--- src/rtl/core/fat_cluster_usage_counter_defines.svh ---
// Assertion macros shared by the counter's modules.
// Each expects clk and rst_n in scope.
`ifndef FAT_CLUSTER_USAGE_COUNTER_DEFINES_SVH
`define FAT_CLUSTER_USAGE_COUNTER_DEFINES_SVH

// Condition holds at every clock edge outside reset.
`define FCUC_ASSERT_HOLDS(label, cond) \
    label: assert property (@(posedge clk) disable iff (!rst_n) (cond)) \
        else $error("fcuc check failed");

// Consequent holds in the same cycle as the antecedent.
`define FCUC_ASSERT_IMPLIES(label, ante, cons) \
    label: assert property (@(posedge clk) disable iff (!rst_n) (ante) |-> (cons)) \
        else $error("fcuc check failed");

// Consequent holds in the cycle after the antecedent.
`define FCUC_ASSERT_NEXT(label, ante, cons) \
    label: assert property (@(posedge clk) disable iff (!rst_n) (ante) |=> (cons)) \
        else $error("fcuc check failed");

`endif

--- src/rtl/core/fcuc_pkg.sv ---
package fcuc_pkg;

    localparam int ENTRY_W     = 28;
    localparam int INDEX_W     = 29;
    localparam int REG_INDEX_W = 2;

    // fat_width codes; the unused code behaves as thirty-two-bit
    localparam logic [1:0] WIDTH_FAT12 = 2'd0;
    localparam logic [1:0] WIDTH_FAT16 = 2'd1;
    localparam logic [1:0] WIDTH_FAT32 = 2'd2;

    localparam logic [REG_INDEX_W-1:0] REG_FAT_WIDTH     = 2'd0;
    localparam logic [REG_INDEX_W-1:0] REG_CLUSTER_COUNT = 2'd1;

    localparam logic [ENTRY_W-1:0] BAD12 = 28'h0000FF7;
    localparam logic [ENTRY_W-1:0] BAD16 = 28'h000FFF7;
    localparam logic [ENTRY_W-1:0] BAD32 = 28'hFFFFFF7;

    localparam logic [INDEX_W-1:0] INDEX_MAX     = 29'h1FFFFFFF;
    localparam logic [INDEX_W-1:0] FIRST_CLUSTER = 29'd2;

    typedef struct packed {
        logic [1:0]         fat_width;
        logic [ENTRY_W-1:0] cluster_count;
        logic [INDEX_W-1:0] limit;          // cluster_count + 2
    } fcuc_cfg_t;

    typedef struct packed {
        logic [1:0] n_used;
        logic [1:0] n_bad;
        logic       last;
    } fcuc_rec_t;

    function automatic logic [INDEX_W-1:0] index_inc(input logic [INDEX_W-1:0] idx);
        return (idx == INDEX_MAX) ? idx : idx + 1'b1;
    endfunction

endpackage

--- src/rtl/core/fcuc_channels.sv ---
interface fcuc_byte_if import fcuc_pkg::*; ();
    logic       valid;
    logic       ready;
    logic [7:0] data_byte;
    logic       last;

    modport source (output valid, output data_byte, output last, input ready);
    modport sink   (input valid, input data_byte, input last, output ready);
endinterface

interface fcuc_count_if import fcuc_pkg::*; ();
    logic               valid;
    logic               ready;
    logic [ENTRY_W-1:0] used_count;
    logic [ENTRY_W-1:0] bad_count;
    logic [ENTRY_W-1:0] free_count;

    modport source (output valid, output used_count, output bad_count, output free_count,
                    input ready);
    modport sink   (input valid, input used_count, input bad_count, input free_count,
                    output ready);
endinterface

interface fcuc_cfg_if import fcuc_pkg::*; ();
    logic                   valid;
    logic                   ready;
    logic [REG_INDEX_W-1:0] index;
    logic [ENTRY_W-1:0]     data;

    modport source (output valid, output index, output data, input ready);
    modport sink   (input valid, input index, input data, output ready);
endinterface

--- src/rtl/core/fat_cluster_usage_counter.sv ---
// Result: the front assembles and classifies each byte in its accept cycle; the
// result is registered as the back pops the last record, after any ahead of it.
// Throughput: one table byte per cycle while the queue has room; the back updates
// counters one entry per cycle unless a last record waits on a held result.
// Reset: asynchronous, active low; fat_width returns to 1, cluster_count to 0,
// and the assembly state, counters and result valid flag clear at once.
module fat_cluster_usage_counter import fcuc_pkg::*; #(
    parameter int QUEUE_DEPTH = 4
) (
    input  logic         clk,
    input  logic         rst_n,
    fcuc_byte_if.sink    bytes,
    fcuc_count_if.source counts,
    fcuc_cfg_if.sink     cfg
);

    fcuc_cfg_t          cfg_reg;
    logic               fr_valid, fr_ready;
    fcuc_rec_t          fr_rec;
    logic               bk_valid, bk_ready;
    fcuc_rec_t          bk_rec;

    assign cfg.ready = 1'b1;

    always_ff @(posedge clk or negedge rst_n)
    begin
        if (!rst_n)
        begin
            cfg_reg.fat_width     <= WIDTH_FAT16;
            cfg_reg.cluster_count <= '0;
            cfg_reg.limit         <= FIRST_CLUSTER;
        end
        else if (cfg.valid)
        begin
            unique case (cfg.index)
                REG_FAT_WIDTH:
                begin
                    cfg_reg.fat_width <= cfg.data[1:0];
                end
                REG_CLUSTER_COUNT:
                begin
                    cfg_reg.cluster_count <= cfg.data;
                    cfg_reg.limit         <= INDEX_W'(cfg.data) + FIRST_CLUSTER;
                end
                default:
                begin
                    cfg_reg <= cfg_reg;
                end
            endcase
        end
    end

    fcuc_front u_front (
        .clk       (clk),
        .rst_n     (rst_n),
        .bytes     (bytes),
        .cfg       (cfg_reg),
        .rec_valid (fr_valid),
        .rec       (fr_rec),
        .rec_ready (fr_ready)
    );

    fcuc_queue #(
        .DEPTH (QUEUE_DEPTH)
    ) u_queue (
        .clk      (clk),
        .rst_n    (rst_n),
        .wr_valid (fr_valid),
        .wr_ready (fr_ready),
        .wr_rec   (fr_rec),
        .rd_valid (bk_valid),
        .rd_rec   (bk_rec),
        .rd_ready (bk_ready)
    );

    fcuc_back u_back (
        .clk           (clk),
        .rst_n         (rst_n),
        .rec_valid     (bk_valid),
        .rec           (bk_rec),
        .rec_ready     (bk_ready),
        .cluster_count (cfg_reg.cluster_count),
        .counts        (counts)
    );

endmodule

--- src/rtl/core/fcuc_front.sv ---
module fcuc_front import fcuc_pkg::*; (
    input  logic       clk,
    input  logic       rst_n,
    fcuc_byte_if.sink  bytes,
    input  fcuc_cfg_t  cfg,
    output logic       rec_valid,
    output fcuc_rec_t  rec,
    input  logic       rec_ready
);

    logic [23:0]        gather_reg, gather_next;
    logic [1:0]         phase_reg, phase_next;
    logic [INDEX_W-1:0] index_reg, index_next;

    logic               take;
    logic [1:0]         need_m1;
    logic               complete;
    logic               odd_tail;
    logic               fat12;
    logic [ENTRY_W-1:0] e0, e1, mark, v0;
    logic               act0, act1;
    logic [INDEX_W-1:0] idx1, idx2;
    logic               win0, win1;
    logic               bad0, bad1, used0, used1;

    assign bytes.ready = rec_ready;
    assign rec_valid   = bytes.valid;
    assign take        = bytes.valid && rec_ready;
    assign fat12       = (cfg.fat_width == WIDTH_FAT12);

    always_comb
    begin
        unique case (cfg.fat_width)
            WIDTH_FAT12:
            begin
                need_m1 = 2'd2;
                e0      = {16'b0, gather_reg[11:0]};
                e1      = {16'b0, bytes.data_byte, gather_reg[15:12]};
                mark    = BAD12;
            end
            WIDTH_FAT16:
            begin
                need_m1 = 2'd1;
                e0      = {12'b0, bytes.data_byte, gather_reg[7:0]};
                e1      = '0;
                mark    = BAD16;
            end
            default:
            begin
                need_m1 = 2'd3;
                e0      = {bytes.data_byte[3:0], gather_reg};
                e1      = '0;
                mark    = BAD32;
            end
        endcase
    end

    assign complete = (phase_reg >= need_m1);
    // two bytes of a FAT12 group left at the end still form one entry
    assign odd_tail = bytes.last && fat12 && !complete && (phase_reg == 2'd1);

    assign act0 = complete || odd_tail;
    assign act1 = complete && fat12;
    assign v0   = odd_tail ? {16'b0, bytes.data_byte[3:0], gather_reg[7:0]} : e0;

    assign idx1 = index_inc(index_reg);
    assign idx2 = index_inc(idx1);
    assign win0 = (index_reg >= FIRST_CLUSTER) && (index_reg < cfg.limit);
    assign win1 = (idx1 >= FIRST_CLUSTER) && (idx1 < cfg.limit);

    assign bad0  = act0 && win0 && (v0 == mark);
    assign used0 = act0 && win0 && (v0 != mark) && (v0 != '0);
    assign bad1  = act1 && win1 && (e1 == mark);
    assign used1 = act1 && win1 && (e1 != mark) && (e1 != '0);

    assign rec.n_used = {1'b0, used0} + {1'b0, used1};
    assign rec.n_bad  = {1'b0, bad0} + {1'b0, bad1};
    assign rec.last   = bytes.last;

    always_comb
    begin
        gather_next = gather_reg;
        phase_next  = phase_reg + 2'd1;
        index_next  = index_reg;
        if (bytes.last)
        begin
            gather_next = '0;
            phase_next  = '0;
            index_next  = '0;
        end
        else if (complete)
        begin
            gather_next = '0;
            phase_next  = '0;
            index_next  = act1 ? idx2 : idx1;
        end
        else
        begin
            unique case (phase_reg)
                2'd0:    gather_next = gather_reg | {16'b0, bytes.data_byte};
                2'd1:    gather_next = gather_reg | {8'b0, bytes.data_byte, 8'b0};
                2'd2:    gather_next = gather_reg | {bytes.data_byte, 16'b0};
                default: gather_next = gather_reg;
            endcase
        end
    end

    always_ff @(posedge clk or negedge rst_n)
    begin
        if (!rst_n)
        begin
            gather_reg <= '0;
            phase_reg  <= '0;
            index_reg  <= '0;
        end
        else if (take)
        begin
            gather_reg <= gather_next;
            phase_reg  <= phase_next;
            index_reg  <= index_next;
        end
    end

endmodule

--- src/rtl/core/fcuc_queue.sv ---
`include "fat_cluster_usage_counter_defines.svh"

module fcuc_queue import fcuc_pkg::*; #(
    parameter int DEPTH = 4
) (
    input  logic      clk,
    input  logic      rst_n,
    input  logic      wr_valid,
    output logic      wr_ready,
    input  fcuc_rec_t wr_rec,
    output logic      rd_valid,
    output fcuc_rec_t rd_rec,
    input  logic      rd_ready
);

    localparam int PTR_W = (DEPTH > 1) ? $clog2(DEPTH) : 1;
    localparam int CNT_W = $clog2(DEPTH + 1);
    localparam logic [PTR_W-1:0] PTR_LAST = PTR_W'(DEPTH - 1);
    localparam logic [CNT_W-1:0] CNT_FULL = CNT_W'(DEPTH);

    fcuc_rec_t         slot_reg [DEPTH];
    logic [PTR_W-1:0]  wr_ptr_reg, rd_ptr_reg;
    logic [CNT_W-1:0]  count_reg;
    logic              push, pop;

    assign wr_ready = (count_reg != CNT_FULL);
    assign rd_valid = (count_reg != '0);
    assign rd_rec   = slot_reg[rd_ptr_reg];
    assign push     = wr_valid && wr_ready;
    assign pop      = rd_valid && rd_ready;

    always_ff @(posedge clk)
    begin
        if (push)
        begin
            slot_reg[wr_ptr_reg] <= wr_rec;
        end
    end

    always_ff @(posedge clk or negedge rst_n)
    begin
        if (!rst_n)
        begin
            wr_ptr_reg <= '0;
            rd_ptr_reg <= '0;
            count_reg  <= '0;
        end
        else
        begin
            if (push)
            begin
                wr_ptr_reg <= (wr_ptr_reg == PTR_LAST) ? '0 : wr_ptr_reg + 1'b1;
            end
            if (pop)
            begin
                rd_ptr_reg <= (rd_ptr_reg == PTR_LAST) ? '0 : rd_ptr_reg + 1'b1;
            end
            if (push && !pop)
            begin
                count_reg <= count_reg + 1'b1;
            end
            else if (pop && !push)
            begin
                count_reg <= count_reg - 1'b1;
            end
        end
    end

    `FCUC_ASSERT_HOLDS(a_count_bound, count_reg <= CNT_FULL)
    `FCUC_ASSERT_NEXT(a_push_grows, push && !pop, count_reg == $past(count_reg) + 1'b1)
    `FCUC_ASSERT_NEXT(a_pop_shrinks, pop && !push, count_reg == $past(count_reg) - 1'b1)

endmodule

--- src/rtl/core/fcuc_back.sv ---
`include "fat_cluster_usage_counter_defines.svh"

module fcuc_back import fcuc_pkg::*; (
    input  logic               clk,
    input  logic               rst_n,
    input  logic               rec_valid,
    input  fcuc_rec_t          rec,
    output logic               rec_ready,
    input  logic [ENTRY_W-1:0] cluster_count,
    fcuc_count_if.source       counts
);

    logic [ENTRY_W-1:0] used_total_reg, bad_total_reg, spent_reg;
    logic [ENTRY_W-1:0] used_next, bad_next, spent_next, free_next;
    logic               out_valid_reg;
    logic [ENTRY_W-1:0] used_out_reg, bad_out_reg, free_out_reg;
    logic               pop;

    // a last record waits only while a previous result is still held
    assign rec_ready = !rec.last || !out_valid_reg || counts.ready;
    assign pop       = rec_valid && rec_ready;

    assign used_next  = used_total_reg + ENTRY_W'(rec.n_used);
    assign bad_next   = bad_total_reg + ENTRY_W'(rec.n_bad);
    assign spent_next = spent_reg + ENTRY_W'(rec.n_used) + ENTRY_W'(rec.n_bad);
    assign free_next  = (cluster_count > spent_next) ? cluster_count - spent_next : '0;

    assign counts.valid      = out_valid_reg;
    assign counts.used_count = used_out_reg;
    assign counts.bad_count  = bad_out_reg;
    assign counts.free_count = free_out_reg;

    always_ff @(posedge clk or negedge rst_n)
    begin
        if (!rst_n)
        begin
            used_total_reg <= '0;
            bad_total_reg  <= '0;
            spent_reg      <= '0;
            out_valid_reg  <= 1'b0;
        end
        else
        begin
            if (pop)
            begin
                if (rec.last)
                begin
                    used_total_reg <= '0;
                    bad_total_reg  <= '0;
                    spent_reg      <= '0;
                end
                else
                begin
                    used_total_reg <= used_next;
                    bad_total_reg  <= bad_next;
                    spent_reg      <= spent_next;
                end
            end
            if (pop && rec.last)
            begin
                out_valid_reg <= 1'b1;
            end
            else if (counts.ready)
            begin
                out_valid_reg <= 1'b0;
            end
        end
    end

    always_ff @(posedge clk)
    begin
        if (pop && rec.last)
        begin
            used_out_reg <= used_next;
            bad_out_reg  <= bad_next;
            free_out_reg <= free_next;
        end
    end

    `FCUC_ASSERT_HOLDS(a_spent_sum, spent_reg == used_total_reg + bad_total_reg)
    `FCUC_ASSERT_NEXT(a_clear_after_last, pop && rec.last, used_total_reg == '0 && bad_total_reg == '0)
    `FCUC_ASSERT_IMPLIES(a_result_from_last, $rose(out_valid_reg), $past(pop && rec.last))

endmodule
--- src/flat_wrapper.sv ---
// flat-port wrapper written by rule: the top's interface ports become plain ports
module fat_cluster_usage_counter_flat import fcuc_pkg::*;
#(
    parameter int QUEUE_DEPTH = 4
)
  (clk, rst_n, bytes_valid, bytes_data_byte, bytes_last, bytes_ready, counts_valid, counts_used_count, counts_bad_count, counts_free_count, counts_ready, cfg_valid, cfg_index, cfg_data, cfg_ready);
  fcuc_byte_if bytes_i ();
  fcuc_count_if counts_i ();
  fcuc_cfg_if cfg_i ();
  input  logic clk;
  input  logic rst_n;
  input wire logic [$bits(bytes_i.valid)-1:0] bytes_valid;
  input wire logic [$bits(bytes_i.data_byte)-1:0] bytes_data_byte;
  input wire logic [$bits(bytes_i.last)-1:0] bytes_last;
  output wire logic [$bits(bytes_i.ready)-1:0] bytes_ready;
  output wire logic [$bits(counts_i.valid)-1:0] counts_valid;
  output wire logic [$bits(counts_i.used_count)-1:0] counts_used_count;
  output wire logic [$bits(counts_i.bad_count)-1:0] counts_bad_count;
  output wire logic [$bits(counts_i.free_count)-1:0] counts_free_count;
  input wire logic [$bits(counts_i.ready)-1:0] counts_ready;
  input wire logic [$bits(cfg_i.valid)-1:0] cfg_valid;
  input wire logic [$bits(cfg_i.index)-1:0] cfg_index;
  input wire logic [$bits(cfg_i.data)-1:0] cfg_data;
  output wire logic [$bits(cfg_i.ready)-1:0] cfg_ready;
  assign bytes_i.valid = bytes_valid;
  assign bytes_i.data_byte = bytes_data_byte;
  assign bytes_i.last = bytes_last;
  assign bytes_ready = bytes_i.ready;
  assign counts_valid = counts_i.valid;
  assign counts_used_count = counts_i.used_count;
  assign counts_bad_count = counts_i.bad_count;
  assign counts_free_count = counts_i.free_count;
  assign counts_i.ready = counts_ready;
  assign cfg_i.valid = cfg_valid;
  assign cfg_i.index = cfg_index;
  assign cfg_i.data = cfg_data;
  assign cfg_ready = cfg_i.ready;
  fat_cluster_usage_counter #(.QUEUE_DEPTH(QUEUE_DEPTH)) u_core (.clk(clk), .rst_n(rst_n), .bytes(bytes_i), .counts(counts_i), .cfg(cfg_i));
endmodule
--- config.mk ---
export PLATFORM = sky130hd
export DESIGN_NAME = fat_cluster_usage_counter_flat
export DESIGN_NICKNAME = d
export VERILOG_FILES = /design/src/rtl/core/fcuc_pkg.sv /design/src/rtl/core/fcuc_channels.sv /design/src/rtl/core/fat_cluster_usage_counter.sv /design/src/rtl/core/fcuc_front.sv /design/src/rtl/core/fcuc_queue.sv /design/src/rtl/core/fcuc_back.sv /design/src/flat_wrapper.sv
export VERILOG_INCLUDE_DIRS = /design/src /design/src/rtl/core
export SDC_FILE = /design/constraint.sdc
export NUM_CORES = 1
export LEC_CHECK = 0
export ABC_AREA = 1
export BUFFER_PORTS_ARGS = -buffer_cell sky130_fd_sc_hd__buf_2
export CORE_MARGIN = 8
export CORE_UTILIZATION = 45
export DETAILED_ROUTE_END_ITERATION = 8
export GPL_TIMING_DRIVEN = 1
export PLACE_DENSITY = 0.58
export SLEW_MARGIN = 40
export SYNTH_ARGS = -nofsm -noshare
export SYNTH_HDL_FRONTEND = slang
export SYNTH_SLANG_ARGS = --single-unit
--- constraint.sdc ---
create_clock -name clk -period 5.4 [get_ports clk]
set_clock_uncertainty 0.1 [all_clocks]
set_input_delay 1.35 -clock clk [delete_from_list [all_inputs] [get_ports clk]]
set_output_delay 1.35 -clock clk [all_outputs]
set_load 0.005 [all_outputs]
==> out/metrics.yaml, run 1 <==
status: "completed"
cp-end-kind: "register"
final_common_cell: "nand2_1"
crit_type: "register to register"
first_iter_violations: 1272
combPwrFrac: 0.419
yosysTopAreaCell: "dfrtp_1"
finalPower_mw: 10.6
drive_gt1_frac: 0.109
p_int_mw: 6.26
synth_top_area_frac: 0.260
holdBufCountCts: 0
cts_made_buffers: 37
final_cell_mix: "nand2_1, inv_1, nor2_1"
postRouteAntennaNets: 0
clk_path_buf_depth: 3
worstMarginPinSlew_ns: 0.793
largest_reg_flops: 58
clk_latency_ns: 0.55
start_util: 0.454
die-area_um2: 50300
cp-start-kind: "register"
hold_viol_final: 0
num_io_pins: 131
antenna_cells: 0
htreeDepth: 2
leakage_nw: 10.5
pwr-share-seq: 0.350
critical_path.max_fanout: 14
viasPerCell: 5.32
synth-edff-count: 104
pwr_density_cell_nw_per_um2: 482
synth_area_leaders: "dfrtp_1, edfxtp_1, nand2_1"
grt_max_degree: 85
vias: 17300
drv_slew: 0
synthArstFlopShare: 0.663
final-setup-viol-count: 0
die_w_um: 224
synth_area_um2: 19500
antenna_found_initial: 2
dp_hpwl_mm: 41.8
crit_arrival_ns: 5.28
swShare: 0.412
clk_pin_slew_worst_paths_ns: 0.06
crit_path_max_incr_delay_ns: 0.44
required_ns: 5.60
syn_avg_cell_area_um2: 7.80
ys_ff_latch: 309
drc: 0
rows: 76
max_slew_margin: 0.468
grt_pass1_vias: 16800
finalSetupTns_ns: 0
max_freq_mhz: 197
p_clk_frac: 0.231
switching_power_mw: 4.38
period_share: 0.940
fin_crit_ns: 5.08
maxCapViolCount: 0
postSynthCellCount: 2504
hold_class: "register to register"
grt-ovfl-total: 0
crit_slowest_cell: "fa_1"
worst-path-buf-inv: 5
numClockSinks: 309
grt_pass1_wl_mm: 89.9
avgRoutedWirePerCell_um: 17.3
io_buffers: 129
cts_tree: "yes"
die_h_um: 224
synth.distinct_cells: 63
routed_wl_mm: 56.2
fin_nets: 2791
cp_common_cell: "nor2_1"
gp_routability_congestion: 0.927
track_usage: 0.221
ir_drop_mv: 0.279
fp.coreArea_um2: 43000
firstDrtPassIters: 6
syn_to_final_growth_pct: 13.2
cts_root_buffer: "clkbuf_16"
yosysSeqAreaShare: 0.423
crit_family: "adder cells"
syn-num-nets: 2655
synth_ff_type: "dfrtp_1"
synth_warnings: 0
## logic make-up after synthesis
logic type | Yosys count | synth area share
buffers and inverters | 426 | 0.0854
AOI/OAI and AO/OA | 332 | 0.0988
muxes | 3 | 0.00167
xor gates and xnor gates | 77 | 0.0345
other | 1 | 0.000192
and+or+nand+nor | 1249 | 0.285
adders and majority gates | 107 | 0.0713
DFF | 309 | 0.423
## power by group through the flow
stage	sequential [mW]	clock, mW	combinational [mW]
CTS	3.73	2.54	4.47
global route	3.80	2.62	5.03
finish	3.73	2.46	4.46
floorplan	3.68	0	2.84
global placement	3.75	0	4.35
detailed placement	3.76	0	4.45
## per-stage QoR
| stage | instances | hold WS, ns | setup slack (ns) | util | instance area [um^2] |
|---|---|---|---|---|---|
| after detailed placement | 3183 | 0.376 | 0.161 | 0.484 | 20800 |
| after floorplan | 2504 | 0.346 | 0.605 | - | 19500 |
| after global routing | 3254 | 0.420 | -0.0344 | 0.514 | 22100 |
| after global placement | 3183 | 0.375 | 0.259 | 0.484 | 20800 |
| after CTS | 3251 | 0.396 | 0.112 | 0.512 | 22000 |
| final | 3254 | 0.392 | 0.323 | 0.514 | 22100 |
## worst register-to-register path, stage by stage (launching register included)
cell	delay, ns
dfrtp_1	0.37
buf_4	0.19
nand2_1	0.07
a32oi_1	0.26
inv_1	0.09
fa_1	0.44
inv_1	0.07
ha_1	0.22
inv_1	0.07
fa_1	0.41
nor2_1	0.13
nand2_1	0.09
nor2_1	0.19
nand2_1	0.15
nor2_1	0.11
nand2_1	0.11
nor2_1	0.13
xor2_1	0.22
ha_1	0.32
a21oi_1	0.20
o21ai_0	0.12
a221oi_2	0.29
nand3_2	0.11
buf_4	0.17
nand2_8	0.13
nor2_1	0.06
## area by class of cell
cell class | count | area, um^2
Tap cell | 585 | 732
Clock inverter | 12 | 120
Fill cell | 4224 | 20900
Sequential cell | 309 | 8260
Clock buffer | 56 | 1080
Multi-Input combinational cell | 1770 | 9690
Timing Repair Buffer | 145 | 801
Inverter | 377 | 1420
## Yosys cell counts, drive strengths merged (10+ instances only)
library cell and instances:
a21oi 102, nand3 182, clkbuf 33, edfxtp 104
o221ai 13, xor2 64, ha 100, inv 371
nor4 32, buf 16, dfrtp 203, o21ai 113
nand2 663, nand4 71, o22ai 53, nor2 242
xnor2 13, nor3 49, o21a 10
## worst paths after layout
kind	slack, ns	from	cells past startpoint	endpoint
max	0.32	u_core.u_queue.rd_ptr_reg[0]	25	u_core.u_back.counts.free_count[4]
min	0.39	u_core.cfg_reg[3]	2	u_core.cfg_reg[3]
max reg2reg	0.32	u_core.u_queue.rd_ptr_reg[0]	25	u_core.u_back.counts.free_count[4]
min reg2reg	0.39	u_core.cfg_reg[3]	2	u_core.cfg_reg[3]
max in group asynchronous	3.38	rst_n	2	u_core.u_back.spent_reg[22]
min in group asynchronous	0.66	rst_n	1	u_core.u_back.spent_reg[8]
## per-layer routing
layer | global-route usage | share of wire
met5 | 0 | 0.00023
met4 | 0.0559 | 0.022
met3 | 0.0343 | 0.052
met2 | 0.364 | 0.47
met1 | 0.301 | 0.46
## timing repair
item | CTS | global route
endpoints found under the setup margin | 0 | 28
setup buffers | 0 | 2
gates resized for setup | 0 | 13
endpoints found under the hold margin | 0 | 0
No activity file was read; power rests on OpenSTA's default activity.
==> inputs of run 2 (changes only) <==
--- a/config.mk
+++ b/config.mk
@@ -8,11 +8,14 @@
 export LEC_CHECK = 0
 export ABC_AREA = 1
 export BUFFER_PORTS_ARGS = -buffer_cell sky130_fd_sc_hd__buf_2
+export CELL_PAD_IN_SITES_DETAIL_PLACEMENT = 1
+export CELL_PAD_IN_SITES_GLOBAL_PLACEMENT = 2
 export CORE_MARGIN = 8
-export CORE_UTILIZATION = 45
+export CORE_UTILIZATION = 37
 export DETAILED_ROUTE_END_ITERATION = 8
 export GPL_TIMING_DRIVEN = 1
-export PLACE_DENSITY = 0.58
+export PLACE_DENSITY = 0.77
+export RECOVER_POWER = 50
 export SLEW_MARGIN = 40
 export SYNTH_ARGS = -nofsm -noshare
 export SYNTH_HDL_FRONTEND = slang
==> run 2 against run 1 <==
Compared with the run above: the run now ends with max-capacitance violations, max-slew violations left; clock-buffer cell count decreased by 5; sequential cell count unchanged; routed wire length increased by 13%.
==> out/metrics.yaml, run 2 (synthesis gave the netlist of run 1 again) <==
status: "finished, violations left"
violations: "max-capacitance violations, max-slew violations"
fin_nets: 2801
rows: 84
crit_type: "register to register"
avgRoutedWirePerCell_um: 18.8
clk_path_buf_depth: 3
worst-r2r-setup-slack_ns: 0.25
cts_tree: "yes"
final_cell_mix: "nand2_1, inv_1, nor2_1"
register_area_um2: 8260
clk_latency_ns: 0.56
clk_pin_slew_worst_paths_ns: 0.06
worstMarginPinSlew_ns: 3.61
fp.coreArea_um2: 52300
gp_routability_congestion: 0.868
crit_slowest_cell: "fa_1"
reg2reg_from: "u_core.u_queue.rd_ptr_reg[0]"
numClockSinks: 309
grt_pass1_wl_mm: 101
whs_endpoint: "u_core.cfg_reg[3]"
crit_arrival_ns: 5.36
max_freq_mhz: 194
pwr_density_cell_nw_per_um2: 494
dp_slack_ns: 0.0265
antenna_found_initial: 8
cts_root_buffer: "clkbuf_16"
final_util: 0.429
cts_made_buffers: 39
fillers: 6413
maxCapViolCount: 4
grt_max_degree: 85
ir_drop_mv: 0.331
cp-end-kind: "register"
drive_gt1_frac: 0.102
multi_input_area_um2: 9770
worstHoldStart: "u_core.cfg_reg[3]"
drv_slew: 175
postRouteAntennaNets: 0
vias: 17500
finalSetupTns_ns: 0
fin_ws_ns: 0.250
period_share: 0.954
crit_path_max_incr_delay_ns: 0.45
critical_path.max_fanout: 12
fin_crit_ns: 5.15
num_io_pins: 131
regToRegEndpoint: "u_core.u_back.counts.free_count[4]"
routed_wl_mm: 63.4
firstDrtPassIters: 5
cp-start-kind: "register"
track_usage: 0.207
hold_class: "register to register"
syn_to_final_growth_pct: 14.9
die-area_um2: 60400
grt_pass1_vias: 18400
htreeDepth: 2
largest_reg_flops: 58
max_slew_margin: -1.41
dp_hpwl_mm: 48.2
viasPerCell: 5.20
die_w_um: 246
holdBufCountCts: 0
required_ns: 5.61
start_util: 0.373
hold_viol_final: 0
final-setup-viol-count: 0
first_iter_violations: 787
leakage_nw: 10.4
drc: 0
die_h_um: 246
io_buffers: 129
final_common_cell: "nand2_1"
min_path_cells: 2
grt-ovfl-total: 0
r2r_cells: 25
==> run 2: cell count changes in the layout (fill, tap and decap cells not counted), moves of 3 or more <==
cell / change
diode_2: +5
nand3_2: -3
clkbuf_1: +36
inv_4: +3
buf_2: -39
==> run 2: worst max-delay path: cells and delay by family, from the launching register on <==
family,cells,cell delay (ns)
AOI/OAI and AO/OA,4,0.92
xor gates and xnor gates,1,0.31
adders and majority gates,4,1.37
buffers and inverters,5,0.62
DFF,1,0.36
and+or+nand+nor,11,1.22
==> run 2: cell type report <==
cell class | instances | area share
Inverter | 377 | 0.0632
Clock buffer | 51 | 0.0496
Multi-Input combinational cell | 1772 | 0.435
Tap cell | 688 | 0.0384
Clock inverter | 20 | 0.00926
Timing Repair Buffer | 151 | 0.0357
Antenna cell | 5 | 0.000558
Sequential cell | 309 | 0.368
==> run 2: worst max path at each step <==
stage | start | endpoint | slack (ns) | depth (start not counted)
after floorplan | u_core.u_queue.rd_ptr_reg[0] | u_core.u_back.counts.free_count[3] | 0.60 | 26
after global placement | u_core.u_queue.rd_ptr_reg[1] | u_core.u_back.counts.free_count[25] | 0.15 | 24
after detailed placement | u_core.u_queue.rd_ptr_reg[0] | u_core.u_back.counts.free_count[21] | 0.03 | 24
after CTS | u_core.u_queue.rd_ptr_reg[1] | u_core.u_back.counts.free_count[21] | 0.02 | 24
after global routing | u_core.u_queue.rd_ptr_reg[0] | u_core.u_back.counts.free_count[23] | -0.03 | 25
final | u_core.u_queue.rd_ptr_reg[0] | u_core.u_back.counts.free_count[4] | 0.25 | 25
==> run 2: timing repair <==
item | 4_1_cts | 5_1_grt
setup endpoints to repair | 0 | 28
resized for setup | 0 | 25
setup buffers | 0 | 2
==> run 2: report_power, final <==
part	switching [mW]	internal, mW
sequential	0.429	3.29
combinational	3.11	1.55
clock	1.09	1.61
total	4.63	6.45
==> run 2: through the flow <==
stage / total power, mW / instances / cell area [um^2] / hold WS, ns
6_report: 11.1 / 3373 / 22400 / 0.396
5_1_grt: 11.9 / 3371 / 22400 / 0.422
4_1_cts: 11.2 / 3363 / 22300 / 0.400
3_5_place_dp: 8.44 / 3292 / 21000 / 0.385
3_3_place_gp: 8.28 / 3291 / 21000 / 0.378
2_1_floorplan: 6.52 / 2504 / 19500 / 0.346
==> run 2: layer usage <==
metal	vias up	GRT usage	routed length (um)
met5	-	0	0
met4	0	0.0706	1920
met3	88	0.0276	2340
met2	251	0.344	30000
met1	8595	0.275	29100
li1	8606	-	-
